### src/mme_pkg.sv
// ----------------------------------------------------------------------------
// mme_pkg
// Shared widths and reset values for the modular exponentiation block.
// ----------------------------------------------------------------------------
`default_nettype none

package mme_pkg;

  // width of base, exponent, modulus and result
  localparam int DATA_W = 31;

  // modulus after reset
  localparam logic [DATA_W-1:0] MOD_RESET = 31'd1000000007;

endpackage

`default_nettype wire

### src/mme_mulmod.sv
// ----------------------------------------------------------------------------
// mme_mulmod
// Bit-serial modular multiplier: a * b mod m, one bit of b per cycle, MSB
// first. Operand a must be below m; b may hold any bit pattern.
// ----------------------------------------------------------------------------
`default_nettype none

module mme_mulmod #(
  parameter int W = 31
) (
  input  logic         clk,
  input  logic         rst,
  input  logic         start,
  input  logic [W-1:0] a,
  input  logic [W-1:0] b,
  input  logic [W-1:0] m,
  output logic         done,
  output logic [W-1:0] product
);

  localparam int CW = (W > 1) ? $clog2(W) : 1;
  localparam logic [CW-1:0] LAST_CNT = CW'(W - 1);

  logic          busy;
  logic [CW-1:0] cnt;
  logic [W-1:0]  a_reg;
  logic [W-1:0]  b_sh;
  logic [W-1:0]  r;
  logic [W-1:0]  r_next;

  logic [W:0] dbl;
  logic [W:0] m_ext;
  logic [W-1:0] dbl_red;
  logic [W:0] sum;

  // one step: r = 2r mod m, then add a when the current bit of b is set
  always_comb begin
    m_ext   = {1'b0, m};
    dbl     = {r, 1'b0};
    dbl_red = (dbl >= m_ext) ? W'(dbl - m_ext) : W'(dbl);
    sum     = {1'b0, dbl_red} + (b_sh[W-1] ? {1'b0, a_reg} : '0);
    r_next  = (sum >= m_ext) ? W'(sum - m_ext) : W'(sum);
  end

  // step counter and done pulse
  always_ff @(posedge clk) begin
    if (rst) begin
      busy <= 1'b0;
      done <= 1'b0;
      cnt  <= '0;
    end else begin
      done <= 1'b0;
      if (start && !busy) begin
        busy <= 1'b1;
        cnt  <= LAST_CNT;
      end else if (busy) begin
        if (cnt == '0) begin
          busy <= 1'b0;
          done <= 1'b1;
        end else begin
          cnt <= cnt - 1'b1;
        end
      end
    end
  end

  // operand shift register and partial remainder
  always_ff @(posedge clk) begin
    if (start && !busy) begin
      a_reg <= a;
      b_sh  <= b;
      r     <= '0;
    end else if (busy) begin
      b_sh <= {b_sh[W-2:0], 1'b0};
      r    <= r_next;
    end
  end

  assign product = r;

endmodule

`default_nettype wire

### src/mme_seq.sv
// ----------------------------------------------------------------------------
// mme_seq
// Square-and-multiply sequencer: scans the exponent from its low bit, drives
// the shared multiplier and holds the result in an output register.
// ----------------------------------------------------------------------------
`default_nettype none

module mme_seq #(
  parameter int W = 31
) (
  input  logic         clk,
  input  logic         rst,
  input  logic [W-1:0] m,
  input  logic         in_valid,
  output logic         in_stall,
  input  logic [W-1:0] base,
  input  logic [W-1:0] exponent,
  output logic         out_valid,
  input  logic         out_stall,
  output logic [W-1:0] result,
  output logic         mul_start,
  output logic [W-1:0] mul_a,
  output logic [W-1:0] mul_b,
  input  logic         mul_done,
  input  logic [W-1:0] mul_product
);

  typedef enum logic [5:0] {
    S_IDLE = 6'b000001,
    S_RED  = 6'b000010,
    S_DEC  = 6'b000100,
    S_MUL  = 6'b001000,
    S_SQR  = 6'b010000,
    S_OUT  = 6'b100000
  } state_t;

  localparam logic [W-1:0] ONE = W'(1);
  localparam logic [W-1:0] TWO = W'(2);

  state_t       state;
  logic [W-1:0] acc;
  logic [W-1:0] pw;
  logic [W-1:0] exp_sh;
  logic         m_small;
  logic         exp_rest;

  assign m_small  = (m < TWO);
  assign exp_rest = (exp_sh[W-1:1] != '0);
  assign in_stall = (state != S_IDLE);

  // multiplier requests
  always_comb begin
    mul_start = 1'b0;
    mul_a     = acc;
    mul_b     = pw;
    unique case (state)
      S_IDLE: begin
        // reduce the base: 1 * base mod m
        if (in_valid && !m_small) begin
          mul_start = 1'b1;
          mul_a     = ONE;
          mul_b     = base;
        end
      end
      S_DEC: begin
        if (exp_sh[0]) begin
          mul_start = 1'b1;
        end else if (exp_rest) begin
          mul_start = 1'b1;
          mul_a     = pw;
        end
      end
      S_RED, S_MUL, S_SQR, S_OUT: begin
        mul_start = 1'b0;
      end
      default: begin
        mul_start = 1'b0;
      end
    endcase
  end

  // control state
  always_ff @(posedge clk) begin
    if (rst) begin
      state     <= S_IDLE;
      out_valid <= 1'b0;
    end else begin
      // result handshake: load a new item or drop the taken one
      if (state == S_OUT && (!out_valid || !out_stall)) begin
        out_valid <= 1'b1;
      end else if (out_valid && !out_stall) begin
        out_valid <= 1'b0;
      end
      unique case (state)
        S_IDLE: begin
          if (in_valid) begin
            state <= m_small ? S_OUT : S_RED;
          end
        end
        S_RED, S_MUL, S_SQR: begin
          if (mul_done) begin
            state <= S_DEC;
          end
        end
        S_DEC: begin
          if (exp_sh[0]) begin
            state <= S_MUL;
          end else if (exp_rest) begin
            state <= S_SQR;
          end else begin
            state <= S_OUT;
          end
        end
        S_OUT: begin
          if (!out_valid || !out_stall) begin
            state <= S_IDLE;
          end
        end
        default: begin
          state <= S_IDLE;
        end
      endcase
    end
  end

  // datapath registers
  always_ff @(posedge clk) begin
    unique case (state)
      S_IDLE: begin
        if (in_valid) begin
          exp_sh <= exponent;
          acc    <= m_small ? '0 : ONE;
        end
      end
      S_RED, S_SQR: begin
        if (mul_done) begin
          pw <= mul_product;
        end
      end
      S_MUL: begin
        // bit consumed: clear it so the next decision squares or finishes
        if (mul_done) begin
          acc       <= mul_product;
          exp_sh[0] <= 1'b0;
        end
      end
      S_DEC: begin
        if (!exp_sh[0]) begin
          exp_sh <= {1'b0, exp_sh[W-1:1]};
        end
      end
      S_OUT: begin
        if (!out_valid || !out_stall) begin
          result <= acc;
        end
      end
      default: begin
      end
    endcase
  end

endmodule

`default_nettype wire

### src/modular_exponentiation.sv
// Each item runs a base reduction, then one modular multiply per set bit of the
// exponent and as many squarings as its bit length minus one, each multiply
// followed by a next-step decision; a modulus below two skips all multiplies.
// One item at a time, taken the cycle after the result moves into the output
// register. Reset is synchronous, active high, clears the control state and
// loads the modulus with 1000000007.
// ----------------------------------------------------------------------------
// modular_exponentiation
// Right-to-left square-and-multiply modulo a configured modulus, built on one
// shared bit-serial modular multiplier.
// ----------------------------------------------------------------------------
`default_nettype none

module modular_exponentiation
  import mme_pkg::*;
#(
  parameter int W = DATA_W
) (
  input  logic         clk,
  input  logic         rst,
  input  logic         modulus_we,
  input  logic [W-1:0] modulus_wdata,
  input  logic         in_valid,
  output logic         in_stall,
  input  logic [W-1:0] base,
  input  logic [W-1:0] exponent,
  output logic         out_valid,
  input  logic         out_stall,
  output logic [W-1:0] result
);

  logic [W-1:0] modulus;
  logic         mul_start;
  logic [W-1:0] mul_a;
  logic [W-1:0] mul_b;
  logic         mul_done;
  logic [W-1:0] mul_product;

  // modulus register
  always_ff @(posedge clk) begin
    if (rst) begin
      modulus <= W'(MOD_RESET);
    end else if (modulus_we) begin
      modulus <= modulus_wdata;
    end
  end

  mme_seq #(.W(W)) u_seq (
    .clk         (clk),
    .rst         (rst),
    .m           (modulus),
    .in_valid    (in_valid),
    .in_stall    (in_stall),
    .base        (base),
    .exponent    (exponent),
    .out_valid   (out_valid),
    .out_stall   (out_stall),
    .result      (result),
    .mul_start   (mul_start),
    .mul_a       (mul_a),
    .mul_b       (mul_b),
    .mul_done    (mul_done),
    .mul_product (mul_product)
  );

  mme_mulmod #(.W(W)) u_mulmod (
    .clk     (clk),
    .rst     (rst),
    .start   (mul_start),
    .a       (mul_a),
    .b       (mul_b),
    .m       (modulus),
    .done    (mul_done),
    .product (mul_product)
  );

endmodule

`default_nettype wire

### config.mk
export PLATFORM = sky130hd
export DESIGN_NAME = modular_exponentiation
export DESIGN_NICKNAME = d
export VERILOG_FILES = /design/src/mme_pkg.sv /design/src/mme_mulmod.sv /design/src/mme_seq.sv /design/src/modular_exponentiation.sv
export SDC_FILE = /design/constraint.sdc
export NUM_CORES = 1
export LEC_CHECK = 0
export ABC_AREA = 1
export BUFFER_PORTS_ARGS = -buffer_cell sky130_fd_sc_hd__buf_2
export CAP_MARGIN = 20
export CORE_UTILIZATION = 50
export CTS_CLUSTER_DIAMETER = 80
export DETAILED_ROUTE_END_ITERATION = 10
export PLACE_DENSITY = 0.68
export SYNTH_ARGS = -nofsm -noshare
export SYNTH_HDL_FRONTEND = slang
export SYNTH_HIERARCHICAL = 1
export SYNTH_SLANG_ARGS = --single-unit
### constraint.sdc
create_clock -name clk -period 10.15 [get_ports clk]
set_input_delay 0 -clock clk [delete_from_list [all_inputs] [get_ports clk]]
set_output_delay 0 -clock clk [all_outputs]
set_load 0.01 [all_outputs]
# Word level (Yosys, flattened, before mapping)
# Index checks and enable logic that the tools add are counted.
totals:
  mem_count: 0
  register_bits: 262
  input_bits: 98
  output_inout_bits: 33
  mem_bits_rw: 0
  romBits: 0
  elab_cells: 105
  latchBits: 0
classes:
  eq_ne: 13
  bitwise: 2
  n_shift: 0
  mul: 0
  muxes: 40
  order_cmp: 3
  addsub: 4
  n_reduce_logical: 28
  div_mod_pow: 0
ops:
  columns: ["op", "count"]
  rows:
  - ["2-to-1 mux 31 bit", 14]
  - ["case mux 31 bit (2 select lines)", 2]
  - [">= comparator 32 x 31 -> 1 bit", 2]
  - ["subtractor 31 bit", 2]
  - ["case mux 30 bit (2 select lines)", 1]
  - ["2-to-1 mux 6 bit", 6]
  - ["adder 31 x 31 -> 32 bit", 1]
  - ["less-than comparator 31 x 2 -> 1 bit, second input constant", 1]
  - ["nonzero test 30 bit", 1]
  - ["case mux 6 bit (4 select lines)", 1]
  - ["2-to-1 mux 5 bit", 3]
  - ["AND reduction 3 bit", 4]
  - ["2-to-1 mux 1 bit", 11]
  - ["AND reduction 2 bit", 4]
  - ["nonzero test 2 bit", 4]
  - ["== test 6 x 1 -> 1 bit, second input constant", 1]
  - ["== test 6 x 2 -> 1 bit, second input constant", 1]
  - ["== test 6 x 3 -> 1 bit, second input constant", 1]
  - ["== test 6 x 4 -> 1 bit, second input constant", 1]
  - ["== test 6 x 5 -> 1 bit, second input constant", 1]
  - ["== test 6 bit, second input constant", 1]
  - ["!= test 2 x 1 -> 1 bit, second input constant", 3]
  - ["!= test 2 bit, second input constant", 3]
  - ["!= test 6 x 1 -> 1 bit, second input constant", 1]
  - ["other kinds (11)", 20]

# Logic depth before layout (Yosys ltp)
depth:
  ltp_word: 8
  ltp_mapped: 42
  mapped_depth_nobuf: 41

# Modules after synthesis
# The synthesis kept the hierarchy.
by_module_without_submodules:
  columns: ["module", "instances", "area_each_um2", "seq_area_each_um2", "cells_per_inst"]
  rows:
  - ["mme_mulmod", 1, 10950.5, 2622.5, 1826]
  - ["mme_seq", 1, 5945.7, 3863.7, 624]
  - ["modular_exponentiation", 1, 1251.2, 620.6, 165]

# Least setup slack after synthesis
# No wires, ideal clock.
synth_timing:
  path_kind: "reg-to-reg"
  from: "register modulus[3]"
  to: "register u_mulmod.r[25], in the netlist u_mulmod/product[25]"
  arrival_time_ns: 4.588
  path_stages_with_launch: 40
  path_buffers: 2
  slack_ns: 5.449
  setup_ns: 0.114
  cell_sequence: "dfxtp_1 -> inv_1 -> ha_1 -> nand2_1 -> o21ai_2 -> inv_2 -> nor2_2 -> nor2_2 -> o21ai_2 -> nand2_1 -> nand3_2 -> buf_2 -> nand2_1 -> inv_1 -> ha_1 -> inv_1 -> fa_1 -> inv_1 -> (+4 left out) -> nand2_1 -> nand2_1 -> nand2_1 -> nand2_1 -> inv_1 -> ha_1 -> nand2_1 -> nor2_1 -> nand2_1 -> nor2_1 -> nand2_1 -> nand4_1 -> nand3_1 -> nand2_2 -> buf_4 -> nand2_1 -> nand3_1 -> nand2_1"
synth_via:
  elab_chain_cells: 6
  word_cells_on_any_way: 13
  cone_classes: "add/sub: 3; order compare: 3; mux: 4; reduce/logical: 3"
synth_lines:
  columns: ["item", "line_no", "rtl"]
  rows:
  - ["from (decl)", "modular_exponentiation.sv:32", "logic [W-1:0] modulus;"]
  - ["from (signal assigned)", "modular_exponentiation.sv:42", "modulus <= W'(MOD_RESET);"]
  - ["from (signal assigned)", "modular_exponentiation.sv:44", "modulus <= modulus_wdata;"]
  - ["branches (longest 6 deep; another with adder 31 x 31 -> 32 bit)", null, null]
  - ["to (signal assigned)", "mme_mulmod.sv:75", "r <= r_next;"]
  - ["to (decl)", "mme_mulmod.sv:28", "logic [W-1:0] r;"]
# Several ways; the timed one is not identified.
# A chain may end at the register's enable or synchronous reset.

# Worst setup path after layout
layout_timing:
  from: "register modulus[0]"
  to: "register u_mulmod.r[18], in the netlist u_mulmod/product[18]"
# Same word-level chain as after synthesis.

==> flow_summary.toml <==
[status]
outcome = "finished, violations left"
failed_checks = "DRC"

[worst_setup_path]
timing.rr.start = "modulus[0]"
max_stage_delay_ns = 0.69
path_depth = 36
cp.buffers_inverters = 6
crit_path_end_kind = "flop"
crit_path_start = "modulus[0]"
cp_top_family = "simple AND/OR/NAND/NOR gates"
crit_path_max_fanout = 38
cp.arrival_ns = 7.70
endpoint = "u_mulmod/product[18]"
r2r-end = "u_mulmod/product[18]"
slowest_stage = "inv_2"
crit_required_ns = 10.58
critPathKind = "reg -> reg"
crit_top_cell = "nand2_1"
r2r_slack_ns = 2.88
critPathLaunchType = "flop"
worstRegToRegCells = 36

[run]
drv_cap = 0

[grt]
antenna_found_initial = 0
grt-ovfl-total = 0
grt_max_degree = 63
grt_pass1_vias = 16300
grtUsageTotal_pct = 30.5
grt_first_pass_wirelength_mm = 86.2

[routing]
drc = 20
firstDrtPassIters = 9
wl_per_cell_um = 16.8
routed_wl_mm = 55.7
vias = 17300
drtIter0Drc = 1323
ant_nets = 0
vias_per_cell = 5.23

[synth]
synth_flop_cell = "edfxtp_1"
yosysSeqAreaShare_pct = 39.2
synthAdderAreaFrac_pct = 6.81
synth_edf_count = 186
syn_inst = 2615
synth_mux_area_share_pct = 0
ys_types = 50
synth_seq_cells = 262
synthSimpleGateAreaFrac_pct = 35.2
synth_area_sq_mm = 0.0181
synth_top_family_by_area = "simple AND/OR/NAND/NOR gates"
async_flop_share_pct = 0
synth_compound_area_share_pct = 6.47
synth_warnings = 6
synth_xor_area_share_pct = 2.27
synth_fp_nets = 2810
syn_avg_cell_area_sq_um = 6.94

[clock_tree]
cts_buffers = 34
cts_sinks = 262
cts.path.max_buffers = 3
clk_latency_ns = 0.55
cts_tree = "built"
clkSlewWorstSetupHoldPaths_ns = 0.05
postCtsSetupRepairBufs = 0
htreeDepth = 2
ctsResizeCount = 0
cts-root-buf = "clkbuf_16"

[timing]
layout_setup_ws_ns = 2.88
tightest_slew_ns = 1.00
hold_viol_final = 0
fmax_ghz = 0.138
drv_slew = 0
rsz0062_at_grt = "no"
fin_crit_ns = 7.27
finClkSkew_ns = 0.0163
finalSetupViolCount = 0
max_slew_margin_pct = 32.4
finalSetupTns_ns = 0
finalCritPeriodShare_pct = 71.6

[die]
die_area_sq_mm = 0.0371
core_sq_mm = 0.0357
start_util_pct = 50.9
die_w_um = 193
ioPinCount = 131
die_height_um = 193
fp-row-count = 69

[placed_design]
dp_slack_ns = 2.95
dp_hpwl_mm = 43.5
globalplace.congestion = 1.01
place_area_sq_mm = 0.0191
io_buffer_count = 130

[final_layout]
fin_util_pct = 59.9
drive_above_1_share_pct = 9.08
nNetsFinal = 3021
final_area_sq_mm = 0.0214
syn_to_final_growth_pct = 17.8
diodes = 0

[power_and_ir_drop]
power_leakage_uw = 0.0108
power_density_mw_per_mm2 = 325
ir_drop_v = 0.000220

[worst_hold_path]
hp-class = "in -> reg"
-- where the power goes --
group / leakage, uW / switching [uW] / total [uW] / internal, uW
clock network: 0.000604 / 476 / 1320 / 848
logic: 0.00783 / 2800 / 4150 / 1350
registers: 0.00241 / 138 / 1490 / 1350
-- cell type report --
class                   instances  area (sq um)
clock inverters                21           334
inverters                     381          1430
flip-flops and latches        262          7110
well taps                     461           577
multi-input cells            1905          9240
clock buffers                  40           905
repair buffers                242          1780
fillers                      3297         14300
-- worst min-delay path by stage --
stage	depth (start not counted)	start	slack [ns]	to
4_1_cts	3	modulus_we	0.09	modulus[1]
2_1_floorplan	1	rst	0.07	u_mulmod/cnt[0]
3_3_place_gp	3	modulus_wdata[9]	0.21	modulus[9]
6_report	3	modulus_we	0.11	modulus[1]
5_1_grt	3	modulus_we	0.16	modulus[14]
3_5_place_dp	3	modulus_wdata[15]	0.22	modulus[15]
-- cell usage in the layout (no fill, tap or decap), types with 22 or more instances in the layout --
cell type	n
nand2_1	1013
inv_1	375
nor2_1	221
nand3_1	191
edfxtp_1	186
buf_2	130
dlygate4sd3_1	98
a21oi_1	94
ha_1	94
o21ai_0	79
dfxtp_1	76
clkbuf_16	35
xnor2_1	25
nor3_1	24
xor2_1	22
-- cells by family (layout without fill, tap and decap cells) --
group | Yosys count | in the layout
AOI/OAI and AO/OA | 217 | 217
buffers and inverters | 448 | 684
xor gates and xnor gates | 47 | 47
and+or+nand+nor | 1544 | 1544
adders and majority gates | 97 | 97
DFF | 262 | 262
-- synthesized netlist by cell type (3+ instances only) --
cell type,count,area [sq um]
nand2_2,12,75.1
nand2_1,1013,3800
nor3_1,25,125
nand4_1,17,106
nor2_1,225,845
or2_2,5,31.3
buf_1,5,18.8
o21ai_0,79,395
nor2_4,4,45.0
xnor2_1,25,219
edfxtp_1,186,5590
a31oi_1,4,25.0
dfxtp_1,76,1520
buf_4,8,60.1
clkbuf_1,27,101
buf_6,9,101
nand3b_1,21,158
buf_2,15,75.1
xor2_1,22,193
o21a_1,3,22.5
ha_1,94,1180
o21ai_2,5,43.8
nand3_2,3,30.0
o21ai_1,9,45.0
fa_1,3,60.1
o21bai_1,11,82.6
inv_1,375,1410
a21oi_1,96,480
nand3_1,191,956
inv_2,4,15.0
a21o_1,4,30.0
nor2_2,16,100
-- worst register-to-register path: cells and delay by family (launching register included) --
family,cells,cell delay (ns)
buf+inv,6,1.33
simple gates,24,3.64
compound gates,3,0.49
flops,1,0.50
fa+ha+maj,3,1.21
-- timing repair --
action | CTS | global route
setup endpoints to repair | 0 | 0
hold buffers | 98 | 0
hold endpoints to repair | 109 | 0
-- per-layer routing --
metal	vias up	track usage (%)	wire (um)
met2	610	49.3	25000
met1	7943	41.3	25200
li1	8697	-	-
met5	-	0	0
met4	0	10.9	1810
met3	80	4.53	3700
-- stage by stage --
| step | total power [uW] | hold slack (ns) | std cells |
|---|---|---|---|
| 2_1_floorplan | 4450 | 0.0691 | 2615 |
| 3_3_place_gp | 5520 | 0.210 | 3150 |
| 3_5_place_dp | 5530 | 0.216 | 3152 |
| 4_1_cts | 6920 | 0.0945 | 3311 |
| 5_1_grt | 7530 | 0.162 | 3312 |
| 6_report | 6960 | 0.109 | 3312 |
(Power assumes the default switching activity.)
